[config.mk]
export PLATFORM = sky130hd
export DESIGN_NAME = lru_key_value_cache_top
export DESIGN_NICKNAME = d
export VERILOG_FILES = /design/src/lkvc_pkg.sv /design/src/lkvc_ctrl.sv /design/src/lkvc_datapath.sv /design/src/lru_key_value_cache_top.sv
export SDC_FILE = /design/constraint.sdc
export NUM_CORES = 2
export LEC_CHECK = 0
export ABC_AREA = 0
export BUFFER_PORTS_ARGS = -buffer_cell sky130_fd_sc_hd__buf_2
export CAP_MARGIN = 20
export CORE_ASPECT_RATIO = 1.75
export CORE_UTILIZATION = 25
export DETAILED_ROUTE_END_ITERATION = 8
export PLACE_DENSITY = 0.46
export SYNTH_ARGS = -nofsm -noshare
export SYNTH_HDL_FRONTEND = slang
export SYNTH_SLANG_ARGS = --single-unit
[constraint.sdc]
create_clock -name clock -period 13.95 [get_ports clock]
set_input_delay 0.6975 -clock clock [delete_from_list [all_inputs] [get_ports clock]]
set_output_delay 0.6975 -clock clock [all_outputs]
set_load 0.05 [all_outputs]
[src/lkvc_pkg.sv]
// Shared types and constants for the LRU key-value cache.
// Holds the request and response beat structs and the controller command struct.
// No dependencies; every other file imports this package.
`default_nettype none

package lkvc_pkg;

   // Width of the capacity register and its value after reset.
   localparam int CSR_W = 5;
   localparam logic [CSR_W-1:0] CAPACITY_RESET = 5'd16;

   // Request type codes.
   localparam logic REQ_GET = 1'b0;
   localparam logic REQ_PUT = 1'b1;

   // One request beat.
   typedef struct packed {
      logic               req_type;
      logic signed [31:0] lookup_key;
      logic signed [31:0] write_value;
   } req_beat_type;

   // One response beat.
   typedef struct packed {
      logic               hit;
      logic signed [31:0] read_value;
      logic               evicted;
   } rsp_beat_type;

   // Commands from the controller to the datapath.
   typedef struct packed {
      logic capture;  // Latch the request and the lookup results.
      logic commit;   // Apply the update and load the response.
   } ctl_cmd_type;

endpackage

`default_nettype wire

[src/lkvc_ctrl.sv]
// Controller for the LRU key-value cache: a two-state machine that accepts a
// request beat, then commits it once the response register is free.
// Depends on lkvc_pkg.
`default_nettype none

module lkvc_ctrl (
   input  logic                clock,
   input  logic                reset,
   input  logic                req_valid,
   output logic                req_stall,
   output logic                rsp_valid,
   input  logic                rsp_stall,
   output lkvc_pkg::ctl_cmd_type cmd
);
   import lkvc_pkg::*;

   typedef enum logic {
      S_IDLE,
      S_UPDATE
   } state_type;

   state_type state_ff;
   logic      rsp_valid_ff;
   logic      rsp_free;

   // The response register can take a new beat when empty or being drained.
   assign rsp_free = !rsp_valid_ff || !rsp_stall;

   // A request is taken only in idle; the update waits for a free response slot.
   assign req_stall   = (state_ff != S_IDLE);
   assign cmd.capture = (state_ff == S_IDLE) && req_valid;
   assign cmd.commit  = (state_ff == S_UPDATE) && rsp_free;
   assign rsp_valid   = rsp_valid_ff;

   // State and response valid.
   always_ff @(posedge clock) begin
      if (reset) begin
         state_ff     <= S_IDLE;
         rsp_valid_ff <= 1'b0;
      end else begin
         if (rsp_valid_ff && !rsp_stall) begin
            rsp_valid_ff <= 1'b0;
         end
         unique case (state_ff)
            S_IDLE: begin
               if (req_valid) begin
                  state_ff <= S_UPDATE;
               end
            end
            S_UPDATE: begin
               if (rsp_free) begin
                  rsp_valid_ff <= 1'b1;
                  state_ff     <= S_IDLE;
               end
            end
            default: begin
               state_ff <= S_IDLE;
            end
         endcase
      end
   end

endmodule

`default_nettype wire

[src/lkvc_datapath.sv]
// Datapath for the LRU key-value cache: key compare, recency ranks, value
// memory, occupancy and capacity register, and the response register.
// Depends on lkvc_pkg.
`default_nettype none

module lkvc_datapath #(
   parameter int ENTRIES = 16
) (
   input  logic                          clock,
   input  logic                          reset,
   input  lkvc_pkg::ctl_cmd_type         cmd,
   input  lkvc_pkg::req_beat_type        req_payload,
   input  logic                          csr_wr_en,
   input  logic [lkvc_pkg::CSR_W-1:0]    csr_wr_data,
   output lkvc_pkg::rsp_beat_type        rsp_payload
);
   import lkvc_pkg::*;

   localparam int IDX_W  = (ENTRIES > 1) ? $clog2(ENTRIES) : 1;
   localparam int RANK_W = IDX_W;
   localparam int OCC_W  = $clog2(ENTRIES + 1);
   localparam int CMP_W  = (OCC_W > CSR_W) ? OCC_W : CSR_W;

   // Per-entry state.
   logic [ENTRIES-1:0]        valid_ff;
   logic signed [31:0]        key_ff       [ENTRIES];
   logic [RANK_W-1:0]         rank_ff      [ENTRIES];
   logic signed [31:0]        value_mem_ff [ENTRIES];
   logic [OCC_W-1:0]          occ_ff;
   logic [CSR_W-1:0]          cap_ff;

   // Captured request and lookup results.
   logic                      is_put_ff;
   logic signed [31:0]        key_cap_ff;
   logic signed [31:0]        wval_ff;
   logic                      hit_ff;
   logic [IDX_W-1:0]          hit_idx_ff;
   logic [RANK_W-1:0]         hit_rank_ff;
   logic                      evict_ff;
   logic [IDX_W-1:0]          victim_idx_ff;
   logic [IDX_W-1:0]          free_idx_ff;

   // Response register.
   logic                      rsp_hit_ff;
   logic                      rsp_evicted_ff;
   logic signed [31:0]        rsp_value_ff;

   // Lookup signals.
   logic [ENTRIES-1:0]        match_vec;
   logic [ENTRIES-1:0]        victim_vec;
   logic [ENTRIES-1:0]        free_vec;
   logic                      hit_in;
   logic [IDX_W-1:0]          hit_idx_in;
   logic [RANK_W-1:0]         hit_rank_in;
   logic [IDX_W-1:0]          victim_idx_in;
   logic [IDX_W-1:0]          free_idx_in;
   logic [CMP_W-1:0]          cap_ext;
   logic [CMP_W-1:0]          eff_cap;
   logic                      full_in;

   // Update controls.
   logic                      do_touch;
   logic                      do_insert;
   logic                      do_evict;

   // Effective capacity is the register saturated into 1..ENTRIES.
   always_comb begin
      cap_ext = CMP_W'(cap_ff);
      if (cap_ext == '0) begin
         eff_cap = CMP_W'(1);
      end else if (cap_ext > CMP_W'(ENTRIES)) begin
         eff_cap = CMP_W'(ENTRIES);
      end else begin
         eff_cap = cap_ext;
      end
      full_in = CMP_W'(occ_ff) >= eff_cap;
   end

   // Parallel key compare, victim detection and free-slot search.
   // Ranks of valid entries are always a permutation of 0..occupancy-1, so the
   // least recent entry is the one whose rank equals occupancy minus one.
   always_comb begin
      hit_in        = 1'b0;
      hit_idx_in    = '0;
      hit_rank_in   = '0;
      victim_idx_in = '0;
      free_idx_in   = '0;
      for (int i = 0; i < ENTRIES; i++) begin
         match_vec[i]  = valid_ff[i] && (key_ff[i] == req_payload.lookup_key);
         victim_vec[i] = valid_ff[i] &&
                         (OCC_W'(rank_ff[i]) == (occ_ff - OCC_W'(1)));
         free_vec[i]   = !valid_ff[i] || (full_in && victim_vec[i]);
         hit_in        = hit_in | match_vec[i];
         hit_rank_in   = hit_rank_in | (match_vec[i] ? rank_ff[i] : '0);
      end
      for (int i = ENTRIES - 1; i >= 0; i--) begin
         if (match_vec[i]) begin
            hit_idx_in = IDX_W'(i);
         end
         if (victim_vec[i]) begin
            victim_idx_in = IDX_W'(i);
         end
         if (free_vec[i]) begin
            free_idx_in = IDX_W'(i);
         end
      end
   end

   // Capture the request beat together with its lookup results.
   always_ff @(posedge clock) begin
      if (cmd.capture) begin
         is_put_ff     <= (req_payload.req_type == REQ_PUT);
         key_cap_ff    <= req_payload.lookup_key;
         wval_ff       <= req_payload.write_value;
         hit_ff        <= hit_in;
         hit_idx_ff    <= hit_idx_in;
         hit_rank_ff   <= hit_rank_in;
         evict_ff      <= full_in;
         victim_idx_ff <= victim_idx_in;
         free_idx_ff   <= free_idx_in;
      end
   end

   assign do_touch  = cmd.commit && hit_ff;
   assign do_insert = cmd.commit && is_put_ff && !hit_ff;
   assign do_evict  = do_insert && evict_ff;

   // Valid bits, ranks, occupancy and the capacity register.
   always_ff @(posedge clock) begin
      if (reset) begin
         valid_ff <= '0;
         occ_ff   <= '0;
         cap_ff   <= CAPACITY_RESET;
         for (int i = 0; i < ENTRIES; i++) begin
            rank_ff[i] <= '0;
         end
      end else begin
         if (csr_wr_en) begin
            cap_ff <= csr_wr_data;
         end
         // A touch ages entries more recent than the hit; an insert ages all.
         for (int i = 0; i < ENTRIES; i++) begin
            if (valid_ff[i] &&
                ((do_touch && (rank_ff[i] < hit_rank_ff)) || do_insert)) begin
               rank_ff[i] <= rank_ff[i] + RANK_W'(1);
            end
         end
         if (do_touch) begin
            rank_ff[hit_idx_ff] <= '0;
         end
         if (do_evict) begin
            valid_ff[victim_idx_ff] <= 1'b0;
         end
         if (do_insert) begin
            valid_ff[free_idx_ff] <= 1'b1;
            rank_ff[free_idx_ff]  <= '0;
            if (!evict_ff) begin
               occ_ff <= occ_ff + OCC_W'(1);
            end
         end
      end
   end

   // Key store for new entries.
   always_ff @(posedge clock) begin
      if (do_insert) begin
         key_ff[free_idx_ff] <= key_cap_ff;
      end
   end

   // Value memory: one write port and one registered read port.
   always_ff @(posedge clock) begin
      if (cmd.commit && is_put_ff) begin
         value_mem_ff[hit_ff ? hit_idx_ff : free_idx_ff] <= wval_ff;
      end
      if (cmd.commit) begin
         rsp_value_ff <= (!is_put_ff && hit_ff) ? value_mem_ff[hit_idx_ff] : '0;
      end
   end

   // Response flags.
   always_ff @(posedge clock) begin
      if (cmd.commit) begin
         rsp_hit_ff     <= hit_ff;
         rsp_evicted_ff <= is_put_ff && !hit_ff && evict_ff;
      end
   end

   assign rsp_payload.hit        = rsp_hit_ff;
   assign rsp_payload.read_value = rsp_value_ff;
   assign rsp_payload.evicted    = rsp_evicted_ff;

endmodule

`default_nettype wire

[src/lru_key_value_cache_top.sv]
// Top level of the fully associative LRU key-value cache.
// Instantiates lkvc_ctrl and lkvc_datapath; depends on lkvc_pkg.
//
//   Channel   Ports                          Direction  Beat
//   request   req_valid/req_stall/req_payload  in       req_type, lookup_key, write_value
//   response  rsp_valid/rsp_stall/rsp_payload  out      hit, read_value, evicted
//   config    csr_wr_en/csr_wr_data            in       capacity_limit
//
// For each request, the key compare runs in the cycle the beat is accepted, and the
// rank, valid and value-memory update runs in the S_UPDATE state once the response
// register is free; the next request is not accepted until that update has run.
// Reset clears all valid bits, ranks and occupancy and sets capacity to 16.
// A stalled response holds the update, and with it the next request, until
// the response register drains.
`default_nettype none

module lru_key_value_cache_top #(
   parameter int ENTRIES = 16
) (
   input  logic                        clock,
   input  logic                        reset,
   input  logic                        req_valid,
   output logic                        req_stall,
   input  lkvc_pkg::req_beat_type      req_payload,
   output logic                        rsp_valid,
   input  logic                        rsp_stall,
   output lkvc_pkg::rsp_beat_type      rsp_payload,
   input  logic                        csr_wr_en,
   input  logic [lkvc_pkg::CSR_W-1:0]  csr_wr_data
);
   import lkvc_pkg::*;

   ctl_cmd_type cmd;

   // Handshake control.
   lkvc_ctrl u_ctrl (
      .clock     (clock),
      .reset     (reset),
      .req_valid (req_valid),
      .req_stall (req_stall),
      .rsp_valid (rsp_valid),
      .rsp_stall (rsp_stall),
      .cmd       (cmd)
   );

   // Storage, lookup and response register.
   lkvc_datapath #(
      .ENTRIES (ENTRIES)
   ) u_datapath (
      .clock       (clock),
      .reset       (reset),
      .cmd         (cmd),
      .req_payload (req_payload),
      .csr_wr_en   (csr_wr_en),
      .csr_wr_data (csr_wr_data),
      .rsp_payload (rsp_payload)
   );

endmodule

`default_nettype wire

==> metrics.csv <==
metric;value;unit
grt_max_degree;60;
ant_nets;0;
p_leak;19.1;nW
tightest_slew;1.25;ns
grt_setup_unrepaired;no;
min_path_type;input pin to flop;
postCtsSetupBuffers;0;
synthToLayoutAreaGrowth;16.1;%
ctsHoldBuffers;0;
cts_resized;0;
hold_ws;0.0980;ns
timing.reg2reg.setup_slack;9.88;ns
cp_max_fo;18;
grt_pass1_vias;29000;
yosysWarnings;0;
numClockSinks;1233;
cp-start-kind;input pin;
crit_type;input pin to flop;
port_buffers;110;
dieArea;208000;um2
finalHoldViolCount;0;
fmax;0.238;GHz
slew_headroom;0.168;
syn_area;51600;um2
status;completed;
h-tree-depth;4;
reg2reg_depth;6;
post-route-min-period;4.19;ns
ir_worst_vdd;0.000108;V
end_kind;flop;
setup_viol_count_final;0;
via_count;27800;
vias_per_cell;4.61;
cts_buffer_depth;4;
skew;0.0535;ns
synth_edf_count;1141;
r2r_end;u_datapath.rsp_value_ff[9];
numCtsBuffers;138;
final_nets;3410;
cp.arrival;4.73;ns
drv_slew;0;
avgSynthCellArea;16.9;um2
dieHeight;603;um
dr.pass1.iters;7;
grt-ovfl-total;0;
r2r-start;u_datapath.hit_idx_ff[0];
crit_path_start;req_payload[38];
cts_tree;yes;
finalCritPeriodShare;0.301;
wl;171000;um
maxCapViolCount;0;
cts.clk_slew.worst_paths;0.08;ns
cts_root_buf;clkbuf_16;
drt_iter0_drc;1998;
die_w;345;um
synth_seq_cells;1233;
start_util;0.252;
synth_nets;3201;
place_congestion;0.870;
yosysSeqAreaShare;0.700;
rows;220;
core_area;205000;um2
io_pins;111;
dp_hpwl;109000;um
tns;0;ns
clock_latency;0.79;ns
synthCells;3055;
antenna_found_initial;7;
fill_cells;20300;
wire_per_inst;28.4;um
synth-main-ff-cell;edfxtp_1;
async_flop_share;0;
grt_pass1_wl;235000;um
powerDensity;134;nW/um2
placed_area;55700;um2
cp.required;14.49;ns
grt.total_usage;0.162;
endpoint;u_datapath.hit_idx_ff[1];
drc;0;
synth.distinct_cells;65;
stdcell_area;59900;um2
drive_above_1_share;0.179;
-- stage by stage --
stage	utilization	power, mW	instances	setup slack [ns]
2_1_floorplan	-	4.45	3055	9.09
6_report	0.292	8.05	6029	9.76
3_3_place_gp	0.271	4.65	5781	8.99
5_1_grt	0.292	8.28	6027	9.51
4_1_cts	0.292	8.16	6023	9.68
3_5_place_dp	0.272	4.65	5785	9.05
-- report_power, final --
part / leakage [nW] / internal [mW] / switching [mW] / total, mW
logic: 5.98 / 0.137 / 0.268 / 0.405
clock network: 2.02 / 1.98 / 1.51 / 3.49
registers: 11.1 / 4.08 / 0.0723 / 4.16
total: 19.1 / 6.20 / 1.85 / 8.05
-- cells in the mapped netlist (3+ instances only) --
master	number	area, um2
a211oi_1	16	120
a21o_1	33	248
a21oi_1	36	180
a221oi_1	16	140
a22o_1	16	140
a31o_2	3	26.3
a31oi_1	9	56.3
buf_1	13	48.8
buf_2	61	305
buf_4	9	67.6
buf_6	4	45.0
clkbuf_1	48	180
dfxtp_1	92	1840
edfxtp_1	1141	34300
ha_1	71	888
inv_1	38	143
mux2i_1	22	220
mux4_2	160	3600
nand2_1	77	289
nand2b_1	28	175
nand3_1	40	200
nand3b_1	3	22.5
nand4_1	113	707
nor2_1	119	447
nor2b_1	40	250
nor3_1	21	105
nor3b_1	3	22.5
nor4_1	58	363
nor4_2	8	100
o211ai_1	3	22.5
o21a_1	19	143
o21ai_0	41	205
o21ai_1	8	40.0
o22ai_1	3	18.8
o31ai_1	6	45.0
or2_2	5	31.3
or4_1	11	82.6
or4_4	5	56.3
xnor2_1	375	3280
xor2_1	252	2210
-- final cells by class --
class	instances	area, um2	share of cell area
flip-flops and latches	1233	36100	0.603
inverters	39	146	0.00244
repair buffers	204	1270	0.0211
well taps	2664	3330	0.0556
clock buffers	173	3580	0.0598
multi-input cells	1648	14900	0.249
clock inverters	65	573	0.00957
diodes	3	7.51	0.000125
-- cell usage in the layout (no fill, tap or decap), drive strengths merged, types with 33 or more instances in the layout --
master,count
nand4,113
nand3,40
nand2,77
clkbuf,174
ha,71
clkinv,55
nor2b,40
mux4,160
edfxtp,1141
a21oi,36
nor4,66
dfxtp,92
o21ai,50
buf,203
inv,38
xor2,253
a21o,33
xnor2,376
nor2,120
-- sequential cells by signal, indices dropped and copies added, names as in the netlist, 4 cells and up --
register / cells
u_datapath.hit_idx_ff: 4
u_datapath.wval_ff: 32
u_datapath.key_cap_ff: 32
u_datapath.value_mem_ff: 512
u_datapath.occ_ff: 5
u_datapath.rsp_value_ff: 32
u_datapath.key_ff: 512
u_datapath.cap_ext: 5
u_datapath.valid_ff: 16
u_datapath.hit_rank_ff: 4
u_datapath.rank_ff: 64
u_datapath.free_idx_ff: 4
u_datapath.victim_idx_ff: 4
-- how the worst min path moves through the flow --
stage          cells past startpoint                      to              startpoint  slack (ns)
6_report                           1  u_datapath.wval_ff[23]         req_payload[23]         0.1
5_1_grt                            1  u_datapath.wval_ff[23]         req_payload[23]        0.06
3_3_place_gp                       2  u_datapath.valid_ff[7]  u_datapath.valid_ff[7]        0.47
3_5_place_dp                       2  u_datapath.valid_ff[7]  u_datapath.valid_ff[7]        0.49
4_1_cts                            1  u_datapath.wval_ff[23]         req_payload[23]        0.04
2_1_floorplan                      2   u_datapath.cap_ext[0]   u_datapath.cap_ext[0]        0.46
-- metal layers --
metal / GRT usage / up-vias / routed length, um
met4: 0.0909 / 2 / 10600
met2: 0.311 / 737 / 93800
met5: 0 / - / 13
li1: - / 12100 / -
met3: 0.0206 / 313 / 5760
met1: 0.168 / 14700 / 61000
-- worst max-delay path, stage by stage --
cell	delay [ns]
buf_2	0.63
xnor2_1	0.26
nand4_1	0.36
nor4_1	1.00
nand4_1	0.21
nor4_2	0.86
or2_2	0.26
a21oi_1	0.05
o31ai_1	0.23
a21oi_1	0.10
-- logic make-up (layout without fill, tap and decap cells) --
logic type / Yosys count / count (layout) / share of synthesized area
DFF: 1233 / 1233 / 0.700
xor gates and xnor gates: 629 / 629 / 0.107
and+or+nand+nor: 544 / 544 / 0.0573
AOI/OAI and AO/OA: 222 / 222 / 0.0292
muxes: 182 / 182 / 0.0741
buffers and inverters: 174 / 481 / 0.0154
adders and majority gates: 71 / 71 / 0.0172
other: 0 / 3 / 0
Power figures use the tool's default switching activity.
